### src/rtl/assert_macros.svh
// ----------------------------------------------------------------------------
// assert_macros: assertion helpers shared by the RTL modules
// Clocked property checks on clk, with and without the reset guard.
// ----------------------------------------------------------------------------
`ifndef ASSERT_MACROS_SVH
`define ASSERT_MACROS_SVH

// Check a property on every rising edge of clk, and skip it while reset is held.
`define BWA_ASSERT(lbl, prop, msg) \
    lbl: assert property (@(posedge clk) disable iff (!rst_n) prop) else $error(msg);

// Check a property on every rising edge of clk, including the edges during reset.
`define BWA_ASSERT_ALWAYS(lbl, prop, msg) \
    lbl: assert property (@(posedge clk) prop) else $error(msg);

`endif

### src/rtl/bwa_pkg.sv
// ----------------------------------------------------------------------------
// bwa_pkg: shared types and constants of the bounded wrapping accumulator
// Widths, configuration register indexes and the request and response of the
// remainder unit.
// ----------------------------------------------------------------------------
package bwa_pkg;

    // Width of a Q16.16 value: delta, sum, bounds
    localparam int DATA_W = 32;
    // Signed width of sum + delta - low_bound
    localparam int X_W    = DATA_W + 2;
    // Width of the magnitude of that offset
    localparam int MAG_W  = DATA_W + 1;
    // Width of the iteration counter of the remainder unit
    localparam int CNT_W  = $clog2(MAG_W);

    localparam int CFG_ADDR_W = 2;

    // Configuration register indexes
    localparam logic [CFG_ADDR_W-1:0] CFG_LOW_BOUND  = CFG_ADDR_W'(0);
    localparam logic [CFG_ADDR_W-1:0] CFG_HIGH_BOUND = CFG_ADDR_W'(1);
    localparam logic [CFG_ADDR_W-1:0] CFG_WRAP_EN    = CFG_ADDR_W'(2);

    localparam logic signed [DATA_W-1:0] SUM_MAX = {1'b0, {(DATA_W-1){1'b1}}};
    localparam logic signed [DATA_W-1:0] SUM_MIN = {1'b1, {(DATA_W-1){1'b0}}};

    // Request to the remainder unit: offset magnitude, offset sign and range
    typedef struct packed {
        logic              start;
        logic              neg;
        logic [MAG_W-1:0]  mag;
        logic [DATA_W-1:0] divisor;
    } bwa_mod_req_t;

    // Response: non-negative remainder in [0, divisor)
    typedef struct packed {
        logic              done;
        logic [DATA_W-1:0] rem;
    } bwa_mod_rsp_t;

endpackage

### src/rtl/bwa_mod_unit.sv
// ----------------------------------------------------------------------------
// bwa_mod_unit: bit-serial remainder unit
// Restoring remainder of a signed offset by an unsigned range, one bit a
// cycle through a single shared subtractor; a final step maps a negative
// offset into [0, range).
// ----------------------------------------------------------------------------
`include "assert_macros.svh"

module bwa_mod_unit
    import bwa_pkg::*;
(
    input  logic         clk,
    input  logic         rst_n,
    input  bwa_mod_req_t req,
    output bwa_mod_rsp_t rsp
);

    localparam logic [1:0] ST_IDLE = 2'd0;
    localparam logic [1:0] ST_ITER = 2'd1;
    localparam logic [1:0] ST_FIX  = 2'd2;

    logic [1:0]        state_reg, state_next;
    logic [CNT_W-1:0]  cnt_reg, cnt_next;
    logic              done_reg, done_next;
    logic [DATA_W-1:0] rem_reg, rem_next;
    logic [MAG_W-1:0]  mag_reg, mag_next;
    logic [DATA_W-1:0] div_reg, div_next;
    logic              neg_reg, neg_next;

    // Shared subtractor
    logic [DATA_W:0]   sub_a, sub_b;
    logic [DATA_W+1:0] sub_diff;
    logic [DATA_W:0]   shifted;

    assign shifted  = {rem_reg, mag_reg[MAG_W-1]};
    assign sub_diff = {1'b0, sub_a} - {1'b0, sub_b};

    always_comb
    begin
        if (state_reg == ST_FIX)
        begin
            sub_a = {1'b0, div_reg};
            sub_b = {1'b0, rem_reg};
        end
        else
        begin
            sub_a = shifted;
            sub_b = {1'b0, div_reg};
        end
    end

    always_comb
    begin
        state_next = state_reg;
        cnt_next   = cnt_reg;
        done_next  = 1'b0;
        rem_next   = rem_reg;
        mag_next   = mag_reg;
        div_next   = div_reg;
        neg_next   = neg_reg;
        case (state_reg)
            ST_IDLE:
            begin
                if (req.start)
                begin
                    rem_next   = '0;
                    mag_next   = req.mag;
                    div_next   = req.divisor;
                    neg_next   = req.neg;
                    cnt_next   = CNT_W'(MAG_W - 1);
                    state_next = ST_ITER;
                end
            end
            ST_ITER:
            begin
                // keep the difference when it does not go negative
                if (!sub_diff[DATA_W+1])
                begin
                    rem_next = sub_diff[DATA_W-1:0];
                end
                else
                begin
                    rem_next = shifted[DATA_W-1:0];
                end
                mag_next = {mag_reg[MAG_W-2:0], 1'b0};
                if (cnt_reg == '0)
                begin
                    state_next = ST_FIX;
                end
                else
                begin
                    cnt_next = cnt_reg - CNT_W'(1);
                end
            end
            ST_FIX:
            begin
                // fold a negative offset into [0, range)
                if (neg_reg && (rem_reg != '0))
                begin
                    rem_next = sub_diff[DATA_W-1:0];
                end
                done_next  = 1'b1;
                state_next = ST_IDLE;
            end
            default:
            begin
                state_next = ST_IDLE;
            end
        endcase
    end

    always_ff @(posedge clk or negedge rst_n)
    begin
        if (!rst_n)
        begin
            state_reg <= ST_IDLE;
            cnt_reg   <= '0;
            done_reg  <= 1'b0;
        end
        else
        begin
            state_reg <= state_next;
            cnt_reg   <= cnt_next;
            done_reg  <= done_next;
        end
    end

    always_ff @(posedge clk)
    begin
        rem_reg <= rem_next;
        mag_reg <= mag_next;
        div_reg <= div_next;
        neg_reg <= neg_next;
    end

    assign rsp.done = done_reg;
    assign rsp.rem  = rem_reg;

    `BWA_ASSERT(a_rem_below_range, done_reg |-> (rem_reg < div_reg), "remainder not below range")
    `BWA_ASSERT(a_done_after_fix, done_reg |-> ($past(state_reg) == ST_FIX), "done without final step")
    `BWA_ASSERT_ALWAYS(a_no_done_in_reset, !rst_n |-> !done_reg, "done during reset")

endmodule

### src/rtl/bounded_wrapping_accumulator_core.sv
// ----------------------------------------------------------------------------
// bounded_wrapping_accumulator_core: running Q16.16 sum with bounds
// Adds a signed delta per item; restarts on a rising reset level; wraps into
// or clamps to [low_bound, high_bound] when the bounds are active.
// ----------------------------------------------------------------------------
// Usage:
//   Input channel in_valid/in_ready carries one item: delta (signed Q16.16)
//   and reset_level. Output channel out_valid/out_ready returns one item per
//   input item: sum, the running sum after that item.
//   Configuration: cfg_we, cfg_addr, cfg_wdata write low_bound (index 0),
//   high_bound (index 1) and wrap_enable (index 2); write only while no item
//   is in flight. Other indexes are ignored.
//   Order: an item in clamp mode, without bounds, or with a rising reset
//   level goes from ST_IDLE to ST_DONE, which raises out_valid once the
//   output slot is free. In wrap mode ST_MOD comes between, where the
//   bit-serial remainder unit runs DATA_W + 1 = 33 iterations and a fold step.
//   Throughput: one item at a time; in_ready is high only while idle, so the
//   next item is taken only after the last one has loaded its result, in wrap
//   mode after the remainder unit's one-bit-per-cycle loop has finished.
//   The output register holds the result while the receiver stalls, and the
//   next item is accepted meanwhile; its result waits until the slot frees.
//   Reset clears the sum, the last reset level, all bounds and wrap_enable.
// ----------------------------------------------------------------------------
`include "assert_macros.svh"

module bounded_wrapping_accumulator_core
    import bwa_pkg::*;
(
    input  logic                     clk,
    input  logic                     rst_n,
    input  logic                     cfg_we,
    input  logic [CFG_ADDR_W-1:0]    cfg_addr,
    input  logic [DATA_W-1:0]        cfg_wdata,
    input  logic                     in_valid,
    output logic                     in_ready,
    input  logic signed [DATA_W-1:0] delta,
    input  logic                     reset_level,
    output logic                     out_valid,
    input  logic                     out_ready,
    output logic signed [DATA_W-1:0] sum
);

    localparam logic [1:0] ST_IDLE = 2'd0;
    localparam logic [1:0] ST_MOD  = 2'd1;
    localparam logic [1:0] ST_DONE = 2'd2;

    // Configuration
    logic signed [DATA_W-1:0] low_bound_reg;
    logic signed [DATA_W-1:0] high_bound_reg;
    logic                     wrap_enable_reg;

    // Control
    logic [1:0] state_reg, state_next;
    logic       out_valid_reg, out_valid_next;
    logic       last_level_reg, last_level_next;

    // Data
    logic signed [DATA_W-1:0] running_sum_reg, running_sum_next;
    logic signed [DATA_W-1:0] res_reg, res_next;

    // Item math
    logic                     in_accept;
    logic                     bounded;
    logic                     rise;
    logic                     use_mod;
    logic signed [DATA_W:0]   add_wide;
    logic signed [DATA_W-1:0] add_sat;
    logic signed [DATA_W-1:0] clamped;
    logic signed [DATA_W-1:0] direct_res;
    logic signed [X_W-1:0]    offset;
    logic signed [X_W-1:0]    offset_neg;
    logic        [DATA_W:0]   range_wide;
    logic                     load_out;

    bwa_mod_req_t mod_req;
    bwa_mod_rsp_t mod_rsp;

    assign in_ready  = (state_reg == ST_IDLE);
    assign in_accept = in_valid && in_ready;
    assign out_valid = out_valid_reg;
    assign sum       = running_sum_reg;

    // Configuration writes; unknown indexes drop
    always_ff @(posedge clk or negedge rst_n)
    begin
        if (!rst_n)
        begin
            low_bound_reg   <= '0;
            high_bound_reg  <= '0;
            wrap_enable_reg <= 1'b0;
        end
        else if (cfg_we)
        begin
            case (cfg_addr)
                CFG_LOW_BOUND:  low_bound_reg   <= cfg_wdata;
                CFG_HIGH_BOUND: high_bound_reg  <= cfg_wdata;
                CFG_WRAP_EN:    wrap_enable_reg <= cfg_wdata[0];
                default:        ;
            endcase
        end
    end

    assign bounded = high_bound_reg > low_bound_reg;
    assign rise    = reset_level && !last_level_reg;
    assign use_mod = !rise && bounded && wrap_enable_reg;

    // Saturating add at the sum limits
    assign add_wide = {running_sum_reg[DATA_W-1], running_sum_reg} + {delta[DATA_W-1], delta};

    always_comb
    begin
        if (add_wide[DATA_W] != add_wide[DATA_W-1])
        begin
            add_sat = add_wide[DATA_W] ? SUM_MIN : SUM_MAX;
        end
        else
        begin
            add_sat = add_wide[DATA_W-1:0];
        end
    end

    // Clamp into [low_bound, high_bound]
    always_comb
    begin
        if (add_sat < low_bound_reg)
        begin
            clamped = low_bound_reg;
        end
        else if (add_sat > high_bound_reg)
        begin
            clamped = high_bound_reg;
        end
        else
        begin
            clamped = add_sat;
        end
    end

    always_comb
    begin
        if (rise)
        begin
            direct_res = bounded ? low_bound_reg : '0;
        end
        else if (!bounded)
        begin
            direct_res = add_sat;
        end
        else
        begin
            direct_res = clamped;
        end
    end

    // Offset from the low bound, reduced modulo the range by the remainder unit
    assign offset = X_W'(running_sum_reg) + X_W'(delta) - X_W'(low_bound_reg);
    assign offset_neg = -offset;
    assign range_wide = {high_bound_reg[DATA_W-1], high_bound_reg}
                      - {low_bound_reg[DATA_W-1], low_bound_reg};

    assign mod_req.start   = in_accept && use_mod;
    assign mod_req.neg     = offset[X_W-1];
    assign mod_req.mag     = offset[X_W-1] ? offset_neg[MAG_W-1:0] : offset[MAG_W-1:0];
    assign mod_req.divisor = range_wide[DATA_W-1:0];

    bwa_mod_unit u_mod
    (
        .clk   (clk),
        .rst_n (rst_n),
        .req   (mod_req),
        .rsp   (mod_rsp)
    );

    assign load_out = (state_reg == ST_DONE) && (!out_valid_reg || out_ready);

    always_comb
    begin
        state_next       = state_reg;
        res_next         = res_reg;
        last_level_next  = last_level_reg;
        running_sum_next = running_sum_reg;
        out_valid_next   = out_valid_reg;
        if (out_valid_reg && out_ready)
        begin
            out_valid_next = 1'b0;
        end
        case (state_reg)
            ST_IDLE:
            begin
                if (in_accept)
                begin
                    // the level after this item is its own level in every case
                    last_level_next = reset_level;
                    res_next        = direct_res;
                    state_next      = use_mod ? ST_MOD : ST_DONE;
                end
            end
            ST_MOD:
            begin
                if (mod_rsp.done)
                begin
                    res_next   = low_bound_reg + mod_rsp.rem;
                    state_next = ST_DONE;
                end
            end
            ST_DONE:
            begin
                // hold until the output slot frees
                if (load_out)
                begin
                    running_sum_next = res_reg;
                    out_valid_next   = 1'b1;
                    state_next       = ST_IDLE;
                end
            end
            default:
            begin
                state_next = ST_IDLE;
            end
        endcase
    end

    always_ff @(posedge clk or negedge rst_n)
    begin
        if (!rst_n)
        begin
            state_reg       <= ST_IDLE;
            out_valid_reg   <= 1'b0;
            last_level_reg  <= 1'b0;
            running_sum_reg <= '0;
        end
        else
        begin
            state_reg       <= state_next;
            out_valid_reg   <= out_valid_next;
            last_level_reg  <= last_level_next;
            running_sum_reg <= running_sum_next;
        end
    end

    always_ff @(posedge clk)
    begin
        res_reg <= res_next;
    end

    `BWA_ASSERT(a_one_in_flight, in_accept |=> (state_reg != ST_IDLE), "second item taken while busy")
    `BWA_ASSERT(a_mod_done_in_mod, mod_rsp.done |-> (state_reg == ST_MOD), "remainder done outside wrap step")
    `BWA_ASSERT(a_load_shows, load_out |=> (out_valid_reg && (state_reg == ST_IDLE)), "result not presented")

endmodule
### config.mk
export PLATFORM = sky130hd
export DESIGN_NAME = bounded_wrapping_accumulator_core
export DESIGN_NICKNAME = d
export VERILOG_FILES = /design/src/rtl/bwa_pkg.sv /design/src/rtl/bwa_mod_unit.sv /design/src/rtl/bounded_wrapping_accumulator_core.sv
export VERILOG_INCLUDE_DIRS = /design/src /design/src/rtl
export SDC_FILE = /design/constraint.sdc
export NUM_CORES = 1
export LEC_CHECK = 0
export BUFFER_PORTS_ARGS = -buffer_cell sky130_fd_sc_hd__buf_2
export CAP_MARGIN = 25
export CORE_MARGIN = 1.5
export CORE_UTILIZATION = 64
export DETAILED_ROUTE_END_ITERATION = 6
export MAX_ROUTING_LAYER = met4
export PLACE_DENSITY_LB_ADDON = 0.15
export REMOVE_ABC_BUFFERS = 1
export SYNTH_ARGS = -nofsm -noshare
export SYNTH_HDL_FRONTEND = slang
export SYNTH_HIERARCHICAL = 1
export SYNTH_SLANG_ARGS = --single-unit
### constraint.sdc
create_clock -name clk -period 9 [get_ports clk]
set_clock_uncertainty 0.1 [all_clocks]
set_input_delay 0.45 -clock clk [delete_from_list [all_inputs] [get_ports clk]]
set_output_delay 0.45 -clock clk [all_outputs]
set_load 0.005 [all_outputs]
==> metrics.txt, run 1 <==
Row Count=between 60 and 70; Num CTS Buffers=28; count of input and output buffers=105; Tcrit/Tclk final=0.925; Hold EP=low_bound_reg[24]$_DFFE_PN0P_; Placed Instance Area=about 24000 µm²; Critical Path RT=around 9.2 ns; final-stage net count=2973; Die Y=~190 µm; delay of the slowest critical-path stage=roughly 0.7 ns; CP arrival=around 8.5 ns; Min-Delay Path Class=in2reg; chip width=between 150 and 200 µm; critical path startpoint category=register; initial antenna violation count=2; RSZ-0062 raised after global routing=no; First-pass DRT Iterations=5; max-cap viol count=0; Worst Setup Path Type=reg2reg; htree depth=1; CTS Buffer Depth=3; core area=between 30000 and 40000 µm²; layout cell share with drive strength beyond 1=0.137; Post-synth EDFFs=130; CP Max Fanout=24; critical path's slowest cell=a21oi_2; fmax=between 100 and 150 MHz; max FFs per register=33; mapped cell area=23000 µm²; Hold Path Stages=3; die footprint=roughly 37000 µm²; post-CTS setup repair buffer count=0; clock transition at the registers of the reported paths=approximately 0.070 ns; vias post-DR=between 20000 and 25000; vias in the first global route=around 20000; total congestion overflow=0; Via density=between 6 and 7; cell with the most instances on the worst path=a21o_1; Synth cell types=approximately 100; Finished Core Util=0.707; Synth Flop Type=edfxtp_1; first-pass GRT wire length=roughly 110000 µm; reg2reg end=res_reg[17]$_DFFE_PP_; endpoints failing hold=0; hold path startpoint=cfg_wdata[24]; CTS tree=yes; Mapped Avg Cell Area=roughly 9.0 µm²; Tot GR Track Use=0.378; Worst-Skew Late Latency=slightly below 0.6 ns; Async SR Flop Fraction=0.458; minimum clock period=around 8.3 ns; drt drc=0; pin count of the biggest net entering global routing=68; post-synth top area share=0.169; CTS sink count=240; Yosys top cell by area=edfxtp_1; register area share after synthesis=0.289; flops & latches, synth=240; Slew Limit Headroom=0.297; Syn-to-layout area delta=8.91%; DR iter-0 viols=1989; Final setup violation count=0; worst r2r path cells=28; Tightest Pin Transition=1.04 ns; yosys warns=6; run status=completed; Final Max Slew Viols=0; io pins=around 110; design area=25100 µm²; RD Place Congestion=between 0.9 and 1; Final ANT Viol Nets=0; reg2reg setup slack=0.67 ns; DP Wirelength=53400 µm; Initial Util=0.650; RR Startpoint=sum[12]$_DFFE_PN0P_; CTS resizes=0; synth top area cells=edfxtp_1 17%, ha_1 13%, dfrtp_1 12%, mux2_2 5.5%, inv_1 3.9%; Post-Synthesis Cells=2553; Avg WL per Cell=roughly 22 µm; Post-Route WL=~68000 µm; Root Buffer=clkbuf_16; CP Capture Type=register
-- layer usage --
layer / vias up / wire [µm] / track usage
li1: 9504 / - / -
met1: 9609 / 30400 / 0.512
met2: 878 / 31300 / 0.603
met3: 149 / 4690 / 0.0353
met4: 0 / 2070 / 0.111
met5: - / 0 / -
-- critical path, delay by kind of cell, from the launching register on --
| family | cells | cell delay (ns) |
|---|---|---|
| multiplexers | 1 | 0.20 |
| AND/OR/NAND/NOR | 6 | 1.57 |
| flip-flops | 1 | 0.40 |
| AO/OA/AOI/OAI | 15 | 4.20 |
| XOR/XNOR | 1 | 0.11 |
| buffers and inverters | 2 | 0.41 |
| adder cells (fa/ha/maj) | 3 | 1.07 |
-- synthesized netlist by cell type, types with 36 or more instances --
library cell,number
xnor2_1,102
o21ai_0,178
edfxtp_1,130
a21o_1,88
ha_1,234
mux2_2,113
nand3_1,41
a21oi_1,167
mux2i_1,54
dfrtp_1,110
inv_1,241
fa_1,36
nor3_1,44
nor2_1,137
clkbuf_1,66
nand2_1,192
xor2_1,58
-- placed cells by master, fill, tap and decap left out, types with 22 or more instances in the layout --
cell       synthesis  routed
nor3_1            44      44
a31oi_1           23      23
o21ai_0          178     177
ha_1             234     232
a22o_1            32      32
o21bai_1          25      25
a21o_1            88      88
mux2_2           113     113
xor2_1            58      58
o211ai_1          27      27
dfrtp_1          110     110
o21a_1            30      30
mux2i_1           54      54
edfxtp_1         130     130
nand2_1          192     192
buf_2             15     104
a211oi_1          23      22
buf_4              3      27
inv_1            241     241
nor2b_1           25      23
xnor2_1          102     102
nand3_1           41      41
a21oi_1          167     167
nor2_1           137     135
fa_1              36      36
clkbuf_16          0      32
nand4_1           34      34
nand2b_1          26      26
-- how the worst max path moves through the flow --
stage,from,end,slack (ns),cells after the start
after global placement,delta[12],res_reg[17]$_DFFE_PP_,0.82,29
after CTS,sum[12]$_DFFE_PN0P_,res_reg[17]$_DFFE_PP_,0.83,28
final,sum[12]$_DFFE_PN0P_,res_reg[17]$_DFFE_PP_,0.67,28
after global routing,sum[12]$_DFFE_PN0P_,res_reg[29]$_DFFE_PP_,0.18,27
after floorplan,delta[12],res_reg[31]$_DFFE_PP_,-0.20,28
after detailed placement,delta[12],res_reg[29]$_DFFE_PP_,0.66,29
-- cell families after synthesis --
| kind of cell | Yosys count | share of synthesized area |
|---|---|---|
| DFF | 240 | 0.289 |
| AOI/OAI and AO/OA | 767 | 0.227 |
| muxes | 167 | 0.0787 |
| and+or+nand+nor | 616 | 0.131 |
| adders and majority gates | 270 | 0.158 |
| buffers and inverters | 333 | 0.0559 |
| xor gates and xnor gates | 160 | 0.0608 |
-- cell type report --
class                           instances  area (µm²)
Antenna cell                            1        2.50
Clock buffer                           42         898
Clock inverter                         10        76.3
Fill cell                            2687       10400
Inverter                              241         905
Multi-Input combinational cell       1980       15200
Sequential cell                       240        6660
Tap cell                              461         577
Timing Repair Buffer                  140         836
-- metrics by stage --
| step | instances | TNS [ns] | hold slack [ns] | worst slack [ns] |
|---|---|---|---|---|
| 2_1_floorplan | 2461 | -0.629 | 0.0544 | -0.199 |
| 3_3_place_gp | 3053 | 0 | 0.331 | 0.823 |
| 3_5_place_dp | 3054 | 0 | 0.337 | 0.660 |
| 4_1_cts | 3113 | 0 | 0.00124 | 0.827 |
| 5_1_grt | 3115 | 0 | 0.0317 | 0.177 |
| 6_report | 3115 | 0 | 0.0161 | 0.675 |
-- timing repair --
action | CTS | global route
setup endpoints to repair | 0 | 0
hold buffers | 7 | 0
endpoints found under the hold margin | 49 | 0
Power of run 1 is left out: the tool's default activity adds up to more than one toggle a clock period on the data nets, which glitch-free logic cannot reach.
==> inputs of run 2 (changes only) <==
--- a/config.mk
+++ b/config.mk
@@ -13,7 +13,6 @@
 export DETAILED_ROUTE_END_ITERATION = 6
 export MAX_ROUTING_LAYER = met4
 export PLACE_DENSITY_LB_ADDON = 0.15
-export REMOVE_ABC_BUFFERS = 1
 export SYNTH_ARGS = -nofsm -noshare
 export SYNTH_HDL_FRONTEND = slang
 export SYNTH_HIERARCHICAL = 1
==> run 2 against run 1 <==
Die area unchanged. Maximum frequency up 3.1%. Via count up 2.0%. Critical path type unchanged. First-iteration DRC count down 4.7%. Critical endpoint is now res_reg[29]$_DFFE_PP_. The run now ends with DRC left. Clock-buffer cell count down 7. Global-route usage up 1.1 points. Register-to-register slack better by 0.25 ns. Non-clock buffer count up 5.
==> metrics.txt, run 2 (synthesis results as in run 1) <==
Row Count=between 60 and 70; critical path's slowest cell=a2111oi_0; htree depth=1; CP Max Fanout=24; Min-Delay Path Class=in2reg; Final ANT Viol Nets=0; failing checks=DRC; Final Max Slew Viols=0; post-CTS setup repair buffer count=0; io pins=106; max-cap viol count=0; Tot GR Track Use=0.389; count of input and output buffers=around 110; Slew Limit Headroom=0.392; design area=about 25000 µm²; final-stage net count=between 2000 and 3000; chip width=193 µm; Root Buffer=clkbuf_16; CP arrival=between 8 and 9 ns; Worst Setup Path Type=reg2reg; RD Place Congestion=approximately 1; syn_nets=between 2000 and 3000; Tightest Pin Transition=around 0.91 ns; core area=around 35000 µm²; Filler Cells Inserted=between 2000 and 3000; CTS Buffer Depth=3; First-pass DRT Iterations=7; CP Capture Type=register; Worst-Skew Late Latency=0.58 ns; max FFs per register=33; Via density=6.58; fmax=between 100 and 150 MHz; CTS sink count=240; minimum clock period=8.07 ns; Initial Util=0.650; Avg WL per Cell=around 23 µm; initial antenna violation count=1; most frequent cells in the layout=241 x inv_1, 232 x ha_1, 192 x nand2_1; Finished Core Util=0.710; pin count of the biggest net entering global routing=between 60 and 70; first-pass GRT wire length=between 100000 and 150000 µm; drt drc=1; layout cell share with drive strength beyond 1=0.138; endpoints failing hold=0; commonest non-fill, non-tap cell in the layout=inv_1; post-layout worst setup margin=~0.93 ns; Final setup violation count=0; dpl ws=between 0.7 and 0.8 ns; Antenna Cells=0; Syn-to-layout area delta=9.35%; die footprint=between 30000 and 40000 µm²; cell with the most instances on the worst path=a21o_1; CTS resizes=0; Die Y=approximately 190 µm; vias post-DR=approximately 21000; Tcrit/Tclk final=0.897; clock transition at the registers of the reported paths=about 0.06 ns; total congestion overflow=0; setup tns final=0 ns; DP Wirelength=~55000 µm; Num CTS Buffers=30; DR iter-0 viols=around 1900; Critical Path RT=9.30 ns; run status=complete, but fails checks; Placed Instance Area=~24000 µm²; RSZ-0062 raised after global routing=no; delay of the slowest critical-path stage=~0.57 ns; critical path startpoint category=register; Post-Route WL=around 71000 µm; CTS Hold Bufs=11; CTS tree=yes; vias in the first global route=19600
[run 2: cell types whose count changed in the layout (fill, tap and decap cells not counted), sizes merged]
cell / previous run / this run
bufinv: 1 / 4
clkinv: 8 / 13
clkbuf: 42 / 36
dlygate4sd3: 7 / 11
inv: 241 / 242
diode: 1 / 0
clkinvlp: 1 / 3
[run 2: critical path, delay by kind of cell, from the launching register on]
kind / cells / cell delay (ns)
compound gates: 14 / 3.90
simple gates: 7 / 1.67
fa+ha+maj: 3 / 1.07
flops: 1 / 0.40
buf+inv: 2 / 0.36
mux: 1 / 0.30
xor+xnor: 1 / 0.10
[run 2: worst paths after layout]
kind                                             from                            end  slack (ns)  depth (start not counted)
min in group asynchronous                       rst_n   low_bound_reg[0]$_DFFE_PN0P_        0.34                          2
worst max register to register    sum[12]$_DFFE_PN0P_          res_reg[29]$_DFFE_PP_        0.93                         28
worst max-delay path              sum[12]$_DFFE_PN0P_          res_reg[29]$_DFFE_PP_        0.93                         28
max in group asynchronous                       rst_n            sum[26]$_DFFE_PN0P_        7.17                          3
worst min register to register  res_reg[29]$_DFFE_PP_            sum[29]$_DFFE_PN0P_        0.35                          2
worst min-delay path                     cfg_wdata[2]  high_bound_reg[2]$_DFFE_PN0P_        0.03                          2
[run 2: routing by layer]
layer  up-vias  global-route usage  routed length (µm)
li1       9527                   -                   -
met1      9888               0.507               30300
met2       963               0.626               32800
met3       170              0.0446                5370
met4         0               0.142                2740
met5         -                   -                   0
[run 2: through the flow]
step / hold WS, ns / std cells
finish: 0.0253 / 3123
global route: 0.0217 / 3123
global placement: 0.333 / 3052
floorplan: 0.0544 / 2553
CTS: 0.00497 / 3120
detailed placement: 0.341 / 3053
[run 2: layout make-up]
class / instances / area (µm²) / area share
Inverter: 241 / 905 / 0.0359
Timing Repair Buffer: 145 / 896 / 0.0355
Sequential cell: 240 / 6660 / 0.264
Multi-Input combinational cell: 1980 / 15200 / 0.601
Tap cell: 461 / 577 / 0.0229
Clock inverter: 21 / 219 / 0.00869
Clock buffer: 35 / 801 / 0.0318
Power of run 2 is left out for the same reason.
==> inputs of run 3 (changes only) <==
--- a/config.mk
+++ b/config.mk
@@ -9,9 +9,8 @@
 export BUFFER_PORTS_ARGS = -buffer_cell sky130_fd_sc_hd__buf_2
 export CAP_MARGIN = 25
 export CORE_MARGIN = 1.5
-export CORE_UTILIZATION = 64
+export CORE_UTILIZATION = 63
 export DETAILED_ROUTE_END_ITERATION = 6
-export MAX_ROUTING_LAYER = met4
 export PLACE_DENSITY_LB_ADDON = 0.15
 export SYNTH_ARGS = -nofsm -noshare
 export SYNTH_HDL_FRONTEND = slang
==> run 3 against run 2 <==
The flow still finishes with violations (DRC). Global-route usage is 1.5 points lower. Hold slack worse by 0.018 ns. Wire length is 0.87% higher. Clock-buffer cell count is 2 higher. Setup slack worse by 0.10 ns. Critical path depth is 1 higher. Sequential share of layout area is 0.14 points higher. Cell count is 0.26% lower. Utilization is 1.1 points lower. Flip-flop and latch count stayed put. Final area is 0.54% lower. Critical endpoint is now res_reg[5]$_DFFE_PP_.
==> metrics.txt, run 3 (synthesis results as in run 1) <==
Min-Delay Path Class=in2reg; CTS Buffer Depth=3; Via density=~6.6; grt met2 use=0.601; Slew Limit Headroom=0.340; pin count of the biggest net entering global routing=65; First-pass DRT Iterations=7; Antenna Cells=0; grt met3 use=0.0577; DR iter-0 viols=around 1900; final-stage net count=between 2000 and 3000; initial antenna violation count=1; Tcrit/Tclk final=0.909; Final setup violation count=0; minimum clock period=slightly above 8 ns; htree depth=1; first-pass GRT wire length=111000 µm; total congestion overflow=0; Critical Path RT=between 9 and 10 ns; RSZ-0062 raised after global routing=no; Initial Util=0.643; Filler Cells Inserted=between 2000 and 3000; cell with the most instances on the worst path=a21o_1; Post-Route WL=between 70000 and 80000 µm; failing checks=DRC; CTS tree=yes; Die Y=slightly below 200 µm; RD Place Congestion=between 1 and 1.5; io pins=about 110; commonest non-fill, non-tap cell in the layout=inv_1; critical path's slowest cell=o21ai_2; CP arrival=8.40 ns; Row Count=69; Tot GR Track Use=0.375; vias in the first global route=~20000; max-cap viol count=0; run status=complete, but fails checks; Root Buffer=clkbuf_16; CTS sink count=between 200 and 250; setup tns final=0 ns; syn_nets=2895; layout cell share with drive strength beyond 1=0.136; CP Max Fanout=24; drt drc=2; max FFs per register=33; die footprint=37700 µm²; endpoints failing hold=0; Worst-Skew Late Latency=0.59 ns; Num CTS Buffers=29; Worst Setup Path Type=reg2reg; CTS Hold Bufs=8; CP Capture Type=register; vias post-DR=between 20000 and 25000; core area=35800 µm²; CTS resizes=0; delay of the slowest critical-path stage=roughly 0.58 ns; count of input and output buffers=105; M1 GR Usage=0.511; Final ANT Viol Nets=0; gr busiest metal=met2; Final Max Slew Viols=0; post-CTS setup repair buffer count=0; Tightest Pin Transition=0.987 ns; most frequent cells in the layout=241 x inv_1, 232 x ha_1, 192 x nand2_1; fmax=roughly 120 MHz; post-layout worst setup margin=0.823 ns; DP Wirelength=approximately 57000 µm; Avg WL per Cell=between 20 and 25 µm; dpl ws=just over 0.8 ns; critical path startpoint category=register; chip width=between 150 and 200 µm; clock transition at the registers of the reported paths=roughly 0.070 ns; Syn-to-layout area delta=8.76%
[run 3: changes by cell type in the layout (fill, tap and decap cells not counted), sizes merged]
cell and change:
buf -1, bufinv -3, clkbuf +1, clkinv -4, dlygate4sd3 -3, inv +2
[run 3: per-layer routing]
metal,vias to the layer above,share of wire
li1,9529,-
met1,9761,0.42
met2,1021,0.45
met3,190,0.089
met4,2,0.040
met5,-,0.00022
[run 3: worst paths after layout]
| kind | to | start | slack, ns | cells after the start |
|---|---|---|---|---|
| worst max-delay path | res_reg[5]$_DFFE_PP_ | sum[12]$_DFFE_PN0P_ | 0.82 | 29 |
| worst min-delay path | high_bound_reg[12]$_DFFE_PN0P_ | cfg_wdata[12] | 0.008 | 2 |
| worst max register to register | res_reg[5]$_DFFE_PP_ | sum[12]$_DFFE_PN0P_ | 0.82 | 29 |
| worst min register to register | state_reg[0]$_DFFE_PN0P_ | u_mod/done_reg$_DFF_PN0_ | 0.35 | 1 |
| max in group asynchronous | u_mod/cnt_reg[3]$_DFFE_PN0P_ | rst_n | 7.14 | 3 |
| min in group asynchronous | high_bound_reg[4]$_DFFE_PN0P_ | rst_n | 0.36 | 2 |
[run 3: cell type report]
| type | instances | area [µm²] | area share |
|---|---|---|---|
| clock buffers | 37 | 818 | 0.0326 |
| clock inverters | 16 | 110 | 0.00439 |
| inverters | 241 | 905 | 0.0361 |
| multi-input cells | 1980 | 15200 | 0.604 |
| flip-flops and latches | 240 | 6660 | 0.266 |
| well taps | 461 | 577 | 0.0230 |
| repair buffers | 140 | 851 | 0.0339 |
[run 3: stage by stage]
stage	hold WS, ns	utilization	std cells	cell area, µm²
finish	0.00752	0.700	3115	25100
detailed placement	0.338	0.672	3054	24100
global placement	0.331	0.670	3052	24000
global route	0.0177	0.700	3115	25100
CTS	0.00211	0.700	3115	25100
floorplan	0.0544	-	2553	23000
[run 3: worst max-delay path: cells and delay by family, from the launching register on]
family | cells | cell delay [ns]
fa+ha+maj | 3 | 1.06
simple gates | 3 | 0.60
buf+inv | 2 | 0.44
mux | 1 | 0.27
flops | 1 | 0.40
compound gates | 19 | 4.89
xor+xnor | 1 | 0.11
Power of run 3 is left out for the same reason.
